## src/rtl/rabs_pkg.sv

```systemverilog
// ----------------------------------------------------------------------------
// rabs_pkg
// Shared types and constants for the running-average background subtractor.
// ----------------------------------------------------------------------------
package rabs_pkg;

	localparam int MAX_PIXELS  = 131072;
	localparam int POS_W       = $clog2(MAX_PIXELS);
	localparam int PIX_W       = 8;
	localparam int ALPHA_W     = 16;
	localparam int THRESH_W    = 8;
	localparam int WEIGHT_W    = 17;
	localparam int FRAMES_W    = 16;
	localparam int QUEUE_DEPTH = 2;
	localparam int QPTR_W      = $clog2(QUEUE_DEPTH);
	localparam int QCNT_W      = $clog2(QUEUE_DEPTH + 1);
	localparam int CFG_IDX_W   = 1;

	localparam logic [WEIGHT_W-1:0] Q16_ONE      = WEIGHT_W'(65536);
	localparam logic [FRAMES_W-1:0] FRAMES_MAX   = {FRAMES_W{1'b1}};
	localparam logic [ALPHA_W-1:0]  ALPHA_RESET  = ALPHA_W'(655);
	localparam logic [THRESH_W-1:0] THRESH_RESET = THRESH_W'(25);

	localparam logic [CFG_IDX_W-1:0] CFG_ALPHA  = 1'b0;
	localparam logic [CFG_IDX_W-1:0] CFG_THRESH = 1'b1;

	typedef enum logic {
		CMD_PIXEL = 1'b0,
		CMD_RESET = 1'b1
	} cmd_t;

	typedef struct packed {
		cmd_t             kind;
		logic [PIX_W-1:0] pixel;
		logic             last;
	} item_t;

	typedef struct packed {
		logic [ALPHA_W-1:0]  alpha;
		logic [THRESH_W-1:0] thresh;
	} cfg_t;

	typedef enum logic [2:0] {
		ST_IDLE,
		ST_READ,
		ST_WRITE,
		ST_W_MUL,
		ST_W_CHK,
		ST_W_DIV
	} back_state_t;

endpackage

```

## src/rtl/rabs_front.sv

```systemverilog
// ----------------------------------------------------------------------------
// rabs_front
// Input side: accepts items, tags them as pixel or model reset, and holds
// them in a short queue until the back end takes them.
// ----------------------------------------------------------------------------
module rabs_front import rabs_pkg::*; (
	input  logic             clk,
	input  logic             arst_n,
	input  logic             push,
	output logic             full,
	input  logic             cmd,
	input  logic [PIX_W-1:0] pixel,
	input  logic             last_in_frame,
	output logic             q_valid,
	output item_t            q_item,
	input  logic             q_pop
);

	item_t             slot_q [QUEUE_DEPTH];
	logic [QPTR_W-1:0] wr_ptr_q;
	logic [QPTR_W-1:0] rd_ptr_q;
	logic [QCNT_W-1:0] count_q;
	logic              do_push;
	logic              do_pop;
	item_t             in_item;

	assign full    = count_q == QCNT_W'(QUEUE_DEPTH);
	assign q_valid = count_q != '0;
	assign do_push = push && !full;
	assign do_pop  = q_pop && q_valid;

	always_comb begin
		in_item.kind  = cmd_t'(cmd);
		in_item.pixel = pixel;
		// frame end means nothing on a reset command
		in_item.last  = last_in_frame && (cmd_t'(cmd) == CMD_PIXEL);
	end

	always_ff @(posedge clk or negedge arst_n) begin
		if (!arst_n) begin
			wr_ptr_q <= '0;
			rd_ptr_q <= '0;
			count_q  <= '0;
		end else begin
			if (do_push) begin
				wr_ptr_q <= (wr_ptr_q == QPTR_W'(QUEUE_DEPTH - 1)) ? '0 : wr_ptr_q + 1'b1;
			end
			if (do_pop) begin
				rd_ptr_q <= (rd_ptr_q == QPTR_W'(QUEUE_DEPTH - 1)) ? '0 : rd_ptr_q + 1'b1;
			end
			if (do_push && !do_pop) begin
				count_q <= count_q + 1'b1;
			end else if (!do_push && do_pop) begin
				count_q <= count_q - 1'b1;
			end
		end
	end

	always_ff @(posedge clk) begin
		if (do_push) begin
			slot_q[wr_ptr_q] <= in_item;
		end
	end

	assign q_item = slot_q[rd_ptr_q];

endmodule

```

## config.mk

```make
export PLATFORM = sky130hd
export DESIGN_NAME = rabs_front
export DESIGN_NICKNAME = d
export VERILOG_FILES = /design/src/rtl/rabs_pkg.sv /design/src/rtl/rabs_front.sv
export SDC_FILE = /design/constraint.sdc
export NUM_CORES = 1
export LEC_CHECK = 0
export BUFFER_PORTS_ARGS = -buffer_cell sky130_fd_sc_hd__buf_2
export CAP_MARGIN = 10
export CELL_PAD_IN_SITES_DETAIL_PLACEMENT = 0
export CELL_PAD_IN_SITES_GLOBAL_PLACEMENT = 1
export CORE_MARGIN = 4
export CORE_UTILIZATION = 38
export CTS_BUF_LIST = sky130_fd_sc_hd__clkbuf_4 sky130_fd_sc_hd__clkbuf_8 sky130_fd_sc_hd__clkbuf_16
export CTS_CLUSTER_DIAMETER = 120
export CTS_CLUSTER_SIZE = 14
export DETAILED_ROUTE_END_ITERATION = 7
export GPL_ROUTABILITY_DRIVEN = 0
export GPL_TIMING_DRIVEN = 0
export PLACE_DENSITY = 0.7
export SKIP_CTS_REPAIR_TIMING = 1
export SYNTH_ARGS = -nofsm -noshare
export SYNTH_HDL_FRONTEND = slang
export SYNTH_SLANG_ARGS = --single-unit
```

## constraint.sdc

```tcl
create_clock -name clk -period 2.96 [get_ports clk]
set_input_delay 0.296 -clock clk [delete_from_list [all_inputs] [get_ports clk]]
set_output_delay 0.296 -clock clk [all_outputs]
set_load 0.03 [all_outputs]
```

==> out/metrics.yaml, run 1 <==
run_status:
  run_status: "finished clean"
logic_synthesis:
  netlist.area_leader.share: 0.616
  synth_cells: 51
  avgSynthCellArea_um2: 19.1
  yosysSeqAreaShare: 0.719
  synth_area_um2: 975
  synth_top_area_cell: "edfxtp_1"
  syn-num-nets: 66
  synth.area.top_cells: "edfxtp_1 (62%), mux2_4 (14%), dfrtp_1 (10%), xnor2_1 (2.7%), xor2_1 (1.8%)"
  yosysUniqueCellTypes: 16
  synth-seq-cells: 24
  yosysWarnings: 0
finish:
  layout_commonest_cell: "buf_2"
  mostFrequentLayoutCells: "buf_2 (25), edfxtp_1 (20), mux2_4 (9)"
  area_delta_synth_final_pct: 23.1
  fin_util: 0.489
  diodes: 0
  stdcell_count: 111
  drive_above_1_share: 0.531
  final_nets: 97
  fin_area_mm2: 0.00120
job:
  drv_cap: 0
clocking:
  clockBufferDepth: 2
  cts_buffers: 3
  cts_tree: "built"
  cts.sinks: 24
  insertion_delay_ps: 310
  path_clk_slew_ps: 130
  h-tree-depth: 1
  root_buffer: "clkbuf_4"
global_route:
  antenna_found_initial: 0
  grt_usage: 0.0804
  grt_first_pass_wirelength_mm: 2.01
  overflow: 0
  grt_pass1_vias: 472
  grt_max_degree: 15
pwr:
  p_leak_nw: 0.513
  peakVddDrop_mv: 0.494
  p_per_area_mw_per_mm2: 1070
sta:
  skew_ps: 7.20
  fin_crit_ps: 1740
  finalSetupViolations: 0
  drv_slew: 0
  fmax_ghz: 0.574
  timing.slew.headroom: 0.424
  finalCritPeriodShare: 0.588
  final_hold_viol_count: 0
  worstMarginPinSlew_ps: 861
  rsz0062_at_grt: "false"
  finalSetupTns_ps: 0
routing:
  wl_per_cell_um: 12.1
  viasPerCell: 4.36
  final_antenna_net_count: 0
  firstDrtPassIters: 3
  drc: 0
  via_count: 484
  drtIter0Drc: 8
  wl_mm: 1.35
floorplan:
  pin_count: 26
  die_area_mm2: 0.00344
  rows: 18
  start_util: 0.397
  die_y_um: 58.6
  core_mm2: 0.00245
  die_x_um: 58.6
critical_path:
  worst_setup_path_start_kind: "register"
  cpPeakStageDelay_ps: 660
  cp-end-kind: "register"
  path_class: "register to register"
  cp_slowest_cell: "nor2_1"
  cp_max_fo: 10
  cp.required_ps: 2900
  crit_chain: "nand2b_1, nand2_2, nor2_1"
  crit_arrival_ps: 1680
min_path:
  hp-class: "input port to register"
place:
  dp.cells: 106
  dpl-instance-area_mm2: 0.00114
  dp_hpwl_um: 966
  portBuffers: 25
final timing paths:
check | from | endpoint | slack [ps] | cells after the start
max | count_q[0] | slot_q[0][6] | 1220 | 3
min | pixel[4] | slot_q[1][5] | 170 | 1
max reg2reg | count_q[0] | slot_q[0][6] | 1220 | 3
min reg2reg | wr_ptr_q | wr_ptr_q | 510 | 1
max in group asynchronous | arst_n | wr_ptr_q | 2530 | 2
min in group asynchronous | arst_n | count_q[0] | 300 | 2
final cells by class:
cell class                 count  area, um2
tap                           30       37.5
sequential                    24        701
fill                         215       1250
clock inverter                 1       30.0
inverter                       2       7.51
clock buffer                   3       22.5
timing repair buffer          26        135
buffer                         1       11.3
multi-input combinational     24        255
cell usage after synthesis, drive strengths merged:
cell type,number
xnor2,3
or2,1
nor2,2
mux2,10
inv,2
nand2,2
nand2b,1
xor2,2
ha,1
edfxtp,20
dfrtp,4
and3,1
nor2b,1
buf,1
cell families (layout without fill, tap and decap cells):
kind of cell,after synthesis,count (layout),synth area share
buffers and inverters,3,33,0.0193
and+or+nand+nor,8,8,0.0539
adders and majority gates,1,1,0.0128
xor gates and xnor gates,5,5,0.0449
muxes,10,10,0.150
DFF,24,24,0.719
critical path, delay by kind of cell (launching register included):
kind / cells / cell delay, ps
DFF: 1 / 430
and+or+nand+nor: 3 / 940
report_power, final:
part,total (W),internal [W],switching [W]
sequential,0.000512,0.000471,0.0000407
combinational,0.000546,0.000230,0.000315
clock,0.000229,0.000137,0.0000922
routing by layer:
| metal | share of wire | vias to the layer above | global-route usage |
|---|---|---|---|
| li1 | - | 246 | - |
| met1 | 0.41 | 222 | 0.0920 |
| met2 | 0.52 | 14 | 0.140 |
| met3 | 0.056 | 2 | 0.0132 |
| met4 | 0.013 | 0 | 0.0485 |
| met5 | 0 | - | 0 |
flip-flops by register name, summed over array words and instances, names as in the netlist:
name      cells
count_q       2
rd_ptr_q      1
wr_ptr_q      1
slot_q       20
through the flow:
stage	setup slack, ps	power [W]	hold WS [ps]
global placement	1250	0.00106	109
floorplan	1510	0.000953	0.409
CTS	1180	0.00130	-242
finish	1220	0.00129	168
detailed placement	1210	0.00107	112
global route	1110	0.00135	144
(Power assumes the default switching activity.)
==> run 2: changes to the inputs <==
CORE_UTILIZATION = 37   (was 38)
PLACE_DENSITY = 0.71   (was 0.7)
clock period = 1.6 ns   (was 2.96 ns; I/O delays follow)
==> out/metrics.yaml, run 2 (same netlist as run 1, synthesis figures left out) <==
run_status:
  run_status: "finished clean"  # unchanged
finish:
  reg_top3: "slot_q (20), count_q (2)"  # unchanged
  largest_reg_flops: 20  # unchanged
  regMostFlops: "slot_q"  # unchanged
  layout_commonest_cell: "buf_2"  # unchanged
  final_nets: 97  # unchanged
  drive_above_1_share: 0.531  # unchanged
  area_delta_synth_final_pct: 20.7  # was 23.1%
  mostFrequentLayoutCells: "buf_2 (25), edfxtp_1 (20), mux2_4 (9)"  # unchanged
  diodes: 0  # unchanged
critical_path:
  cp.required_ps: 1440  # was 2900 ps
  crit_arrival_ps: 1360  # was 1680 ps
  cp_slowest_cell: "dfrtp_1"  # was nor2_1
  cpPeakStageDelay_ps: 380  # was 660 ps
  cp_max_fo: 10  # unchanged
  critPathTopFamily: "flip-flops"  # was simple AND/OR/NAND/NOR gates
  path_class: "register to output pin"  # was register to register
  cp-end-kind: "output pin"  # was register
  worst_setup_path_start_kind: "register"  # unchanged
  cp.buffers_inverters: 2  # was 0
  crit_chain: "buf_6, mux2_4, buf_2"  # was nand2b_1, nand2_2, nor2_1
sta:
  fin_crit_ps: 1520
  finalSetupTns_ps: 0  # unchanged
  drv_slew: 0  # unchanged
  rsz0062_at_grt: "false"  # unchanged
  skew_ps: 1.46  # was 7.20 ps
  final_hold_viol_count: 0  # unchanged
  worst_slack_ps: 78.4  # was 1220 ps
  timing.slew.headroom: 0.638  # was 0.424
  fmax_ghz: 0.657
  worstMarginPinSlew_ps: 542  # was 861 ps
  finalSetupViolations: 0  # unchanged
  finalCritPeriodShare: 0.951
floorplan:
  core_mm2: 0.00250  # was 0.00245 mm2
  rows: 18  # unchanged
  die_x_um: 59.3  # was 58.6 um
  die_y_um: 59.3  # was 58.6 um
  die_area_mm2: 0.00352  # was 0.00344 mm2
  start_util: 0.390  # was 0.397
  pin_count: 26  # unchanged
global_route:
  overflow: 0  # unchanged
  grt_max_degree: 14  # was 15
  grt_usage: 0.0917  # was 0.0804
  antenna_found_initial: 0  # unchanged
  grt_pass1_vias: 515  # was 472
  grt_first_pass_wirelength_mm: 2.28  # was 2.01 mm
routing:
  wl_per_cell_um: 12.8  # was 12.1 um
  drc: 0  # unchanged
  via_count: 497  # was 484
  firstDrtPassIters: 3  # unchanged
  drtIter0Drc: 8  # unchanged
  wl_mm: 1.42  # was 1.35 mm
  final_antenna_net_count: 0  # unchanged
  viasPerCell: 4.48  # was 4.36
pwr:
  p_per_area_mw_per_mm2: 1890  # was 1070 mW/mm2
  p_clk_frac: 0.116  # was 0.178
  peakVddDrop_mv: 0.898  # was 0.494 mV
  intPower_w: 0.00139  # was 0.000838 W
  p_seq_frac: 0.427  # was 0.398
  p_leak_nw: 0.500  # was 0.513 nW
  finalPower_w: 0.00222  # was 0.00129 W
  p_comb_frac: 0.458  # was 0.424
  swShare: 0.374  # was 0.349
  switchingPower_w: 0.000831  # was 0.000448 W
clocking:
  cts_tree: "built"  # unchanged
  cts_buffers: 3  # unchanged
  insertion_delay_ps: 300  # was 310 ps
  root_buffer: "clkbuf_4"  # unchanged
  cts.sinks: 24  # unchanged
  clockBufferDepth: 2  # unchanged
  h-tree-depth: 1  # unchanged
  path_clk_slew_ps: 120  # was 130 ps
job:
  drv_cap: 0  # unchanged
min_path:
  hp-class: "input port to register"  # unchanged
place:
  portBuffers: 25  # unchanged
  preCtsSetupSlack_ps: -181  # was 1210 ps
## run 2: changes by cell type in the layout (fill, tap and decap cells not counted), sizes merged
cell    previous run  this run
bufinv             1         0
clkinv             0         1
## run 2: cell type report
| class | instances | area (um2) |
|---|---|---|
| sequential | 24 | 701 |
| timing repair buffer | 26 | 135 |
| tap | 30 | 37.5 |
| multi-input combinational | 24 | 258 |
| inverter | 2 | 7.51 |
| buffer | 1 | 11.3 |
| clock buffer | 3 | 22.5 |
| fill | 226 | 1320 |
| clock inverter | 1 | 3.75 |
## run 2: layer usage
metal / global-route usage / up-vias / wire length, um
met4: 0.0583 / 0 / 17
li1: - / 243 / -
met1: 0.101 / 235 / 558
met3: 0.0196 / 2 / 105
met2: 0.158 / 17 / 738
met5: 0 / - / 0
## run 2: worst reg2reg max path, cell delays in order, from the launching register on
cell and delay (ps):
dfrtp_1 430, nand2b_1 180, nand2_2 100, nor2_2 430
## run 2: metrics by stage
step | std cells | utilization | cell area [um2] | hold WS, ps
6_report | 111 | 0.470 | 1180 | 37.5
3_3_place_gp | 106 | 0.455 | 1140 | -27.7
5_1_grt | 111 | 0.470 | 1180 | 8.48
3_5_place_dp | 106 | 0.455 | 1140 | -22.5
2_1_floorplan | 51 | - | 975 | -136
4_1_cts | 110 | 0.465 | 1160 | -370
## run 2: power groups by stage
stage                     Combinational, W  Clock (W)  Sequential, W
after detailed placement           0.00103          0       0.000963
after CTS                          0.00103   0.000273       0.000948
after floorplan                   0.000819          0       0.000943
final                              0.00102   0.000257       0.000948
after global placement             0.00102          0       0.000953
after global routing               0.00109   0.000298       0.000966
## run 2: worst paths after layout
path | start | end | slack (ps) | cells past startpoint
worst max-delay path | rd_ptr_q | q_item[0] | 80 | 3
worst min-delay path | pixel[0] | slot_q[0][1] | 40 | 1
worst max register to register | count_q[0] | slot_q[0][4] | 120 | 3
worst min register to register | count_q[1] | count_q[1] | 510 | 1
max in group asynchronous | arst_n | count_q[1] | 1310 | 2
min in group asynchronous | arst_n | count_q[0] | 170 | 2
==> run 3: changes to the inputs <==
==> constraint.sdc (replaced) <==
create_clock -name clk -period 1.6 [get_ports clk]
set_input_delay 0.08 -clock clk [delete_from_list [all_inputs] [get_ports clk]]
set_output_delay 0.08 -clock clk [all_outputs]
set_load 0.03 [all_outputs]
==> out/metrics.yaml, run 3 (same netlist as run 1, synthesis figures left out) <==
run_status:
  run_status: "finished clean"  # unchanged
routing:
  final_antenna_net_count: 0  # unchanged
  wl_per_cell_um: 12.4  # was 12.8 um
  firstDrtPassIters: 3  # unchanged
  drc: 0  # unchanged
  via_count: 529  # was 497
  drtIter0Drc: 11  # was 8
  wl_mm: 1.48  # was 1.42 mm
  viasPerCell: 4.41  # was 4.48
finish:
  regMostFlops: "slot_q"  # unchanged
  fin_util: 0.507  # was 0.470
  layout_commonest_cell: "buf_2"  # unchanged
  diodes: 0  # unchanged
  stdcell_count: 120  # was 111
  reg_top3: "slot_q (20), count_q (2)"  # unchanged
  mostFrequentLayoutCells: "buf_2 (25), edfxtp_1 (20), dlygate4sd3_1 (10)"  # was buf_2 (25), edfxtp_1 (20), mux2_4 (9)
  final_nets: 106  # was 97
  largest_reg_flops: 20  # unchanged
  num-fill-cells: 219  # was 226
  drive_above_1_share: 0.478  # was 0.531
  area_delta_synth_final_pct: 29.9  # was 20.7%
  multiInputGateArea_um2: 258  # unchanged
  fin_area_mm2: 0.00127  # was 0.00118 mm2
  regArea_um2: 701  # unchanged
place:
  dp.cells: 106  # unchanged
  portBuffers: 25  # unchanged
  preCtsSetupSlack_ps: -181  # unchanged
  dpl-instance-area_mm2: 0.00114  # unchanged
critical_path:
  crit_arrival_ps: 1440  # was 1360 ps
  reg2reg_from: "count_q[0]"  # unchanged
  path_class: "register to register"  # was register to output pin
  reg2regPathDepth: 3  # unchanged
  reg2reg_to: "slot_q[0][4]"  # unchanged
  cp-end-kind: "register"  # was output pin
  cp.required_ps: 1560  # was 1440 ps
  reg2reg_setup_slack_ps: 120  # about the same
  critical_path.startpoint: "count_q[0]"  # was rd_ptr_q
  crit_path_end: "slot_q[0][4]"  # was q_item[0]
  cp_max_fo: 10  # unchanged
  worst_setup_path_start_kind: "register"  # unchanged
sta:
  fin_crit_ps: 1480  # was 1520 ps
  final_hold_viol_count: 0  # unchanged
  fmax_ghz: 0.675  # was 0.657 GHz
  drv_slew: 0  # unchanged
  finalCritPeriodShare: 0.926  # was 0.951
  fin_hold_ws_ps: 21.6  # was 37.5 ps
  worst_slack_ps: 118  # was 78.4 ps
  finalSetupViolations: 0  # unchanged
  skew_ps: 1.39  # was 1.46 ps
  rsz0062_at_grt: "false"  # unchanged
  worstMarginPinSlew_ps: 539  # was 542 ps
  timing.slew.headroom: 0.640  # was 0.638
min_path:
  min-delay-start: "q_pop"  # was pixel[0]
  hp-class: "input port to register"  # unchanged
clocking:
  h-tree-depth: 1  # unchanged
  root_buffer: "clkbuf_4"  # unchanged
  cts_tree: "built"  # unchanged
  path_clk_slew_ps: 120  # about the same
  cts_buffers: 3  # unchanged
  cts.sinks: 24  # unchanged
  clockBufferDepth: 2  # unchanged
  insertion_delay_ps: 300  # about the same
pwr:
  switchingPower_w: 0.000834  # was 0.000831 W
  p_per_area_mw_per_mm2: 1770  # was 1890 mW/mm2
  intPower_w: 0.00140  # was 0.00139 W
  p_comb_frac: 0.462  # was 0.458
  p_clk_frac: 0.115  # was 0.116
  p_leak_nw: 0.538  # was 0.500 nW
  peakVddDrop_mv: 0.900  # was 0.898 mV
  swShare: 0.373  # was 0.374
  p_seq_frac: 0.423  # was 0.427
global_route:
  grt_max_degree: 14  # unchanged
  grt_usage: 0.0917  # unchanged
  grt_first_pass_wirelength_mm: 2.28  # unchanged
  antenna_found_initial: 0  # unchanged
  grt_pass1_vias: 515  # unchanged
  overflow: 0  # unchanged
floorplan:
  die_y_um: 59.3  # unchanged
  die_x_um: 59.3  # unchanged
  core_mm2: 0.00250  # unchanged
  rows: 18  # unchanged
  start_util: 0.390  # unchanged
  die_area_mm2: 0.00352  # unchanged
  pin_count: 26  # unchanged
job:
  drv_cap: 0  # unchanged
## run 3: power groups by stage
stage | clock [W] | combinational, W | sequential (W)
floorplan | 0 | 0.000819 | 0.000943
detailed placement | 0 | 0.00103 | 0.000963
finish | 0.000257 | 0.00103 | 0.000947
CTS | 0.000273 | 0.00103 | 0.000948
global placement | 0 | 0.00102 | 0.000953
global route | 0.000298 | 0.00111 | 0.000965
## run 3: worst min-delay path by stage
stage                 endpoint  slack (ps)  cells past startpoint
floorplan           count_q[0]        -220                      0
global placement    count_q[0]        -110                      1
detailed placement  count_q[1]        -100                      1
CTS                   wr_ptr_q        -450                      1
global route          rd_ptr_q          10                      3
finish                rd_ptr_q          20                      3
## run 3: area by class of cell
cell class / count / area share
Tap cell: 30 / 0.0296
Sequential cell: 24 / 0.553
Inverter: 2 / 0.00593
Buffer: 1 / 0.00889
Clock buffer: 3 / 0.0178
Multi-Input combinational cell: 24 / 0.204
Timing Repair Buffer: 35 / 0.178
Clock inverter: 1 / 0.00296
## run 3: per-stage QoR
step                      total power (W)  setup TNS, ps
final                             0.00224              0
after global routing              0.00237              0
after floorplan                   0.00176              0
after CTS                         0.00225          -1950
after detailed placement          0.00199          -1810
after global placement            0.00197          -1200
## run 3: metal layers
metal	wire [um]	part of all wire	vias to the layer above	GRT usage
li1	-	-	261	-
met1	595	0.40	249	0.101
met2	775	0.52	17	0.158
met3	96	0.065	2	0.0196
met4	17	0.011	0	0.0583
met5	0	0	-	0
## run 3: critical path: stages, from the launching register on
cell	delay, ps
dfrtp_1	430
nand2b_1	180
nand2_2	100
nor2_2	430
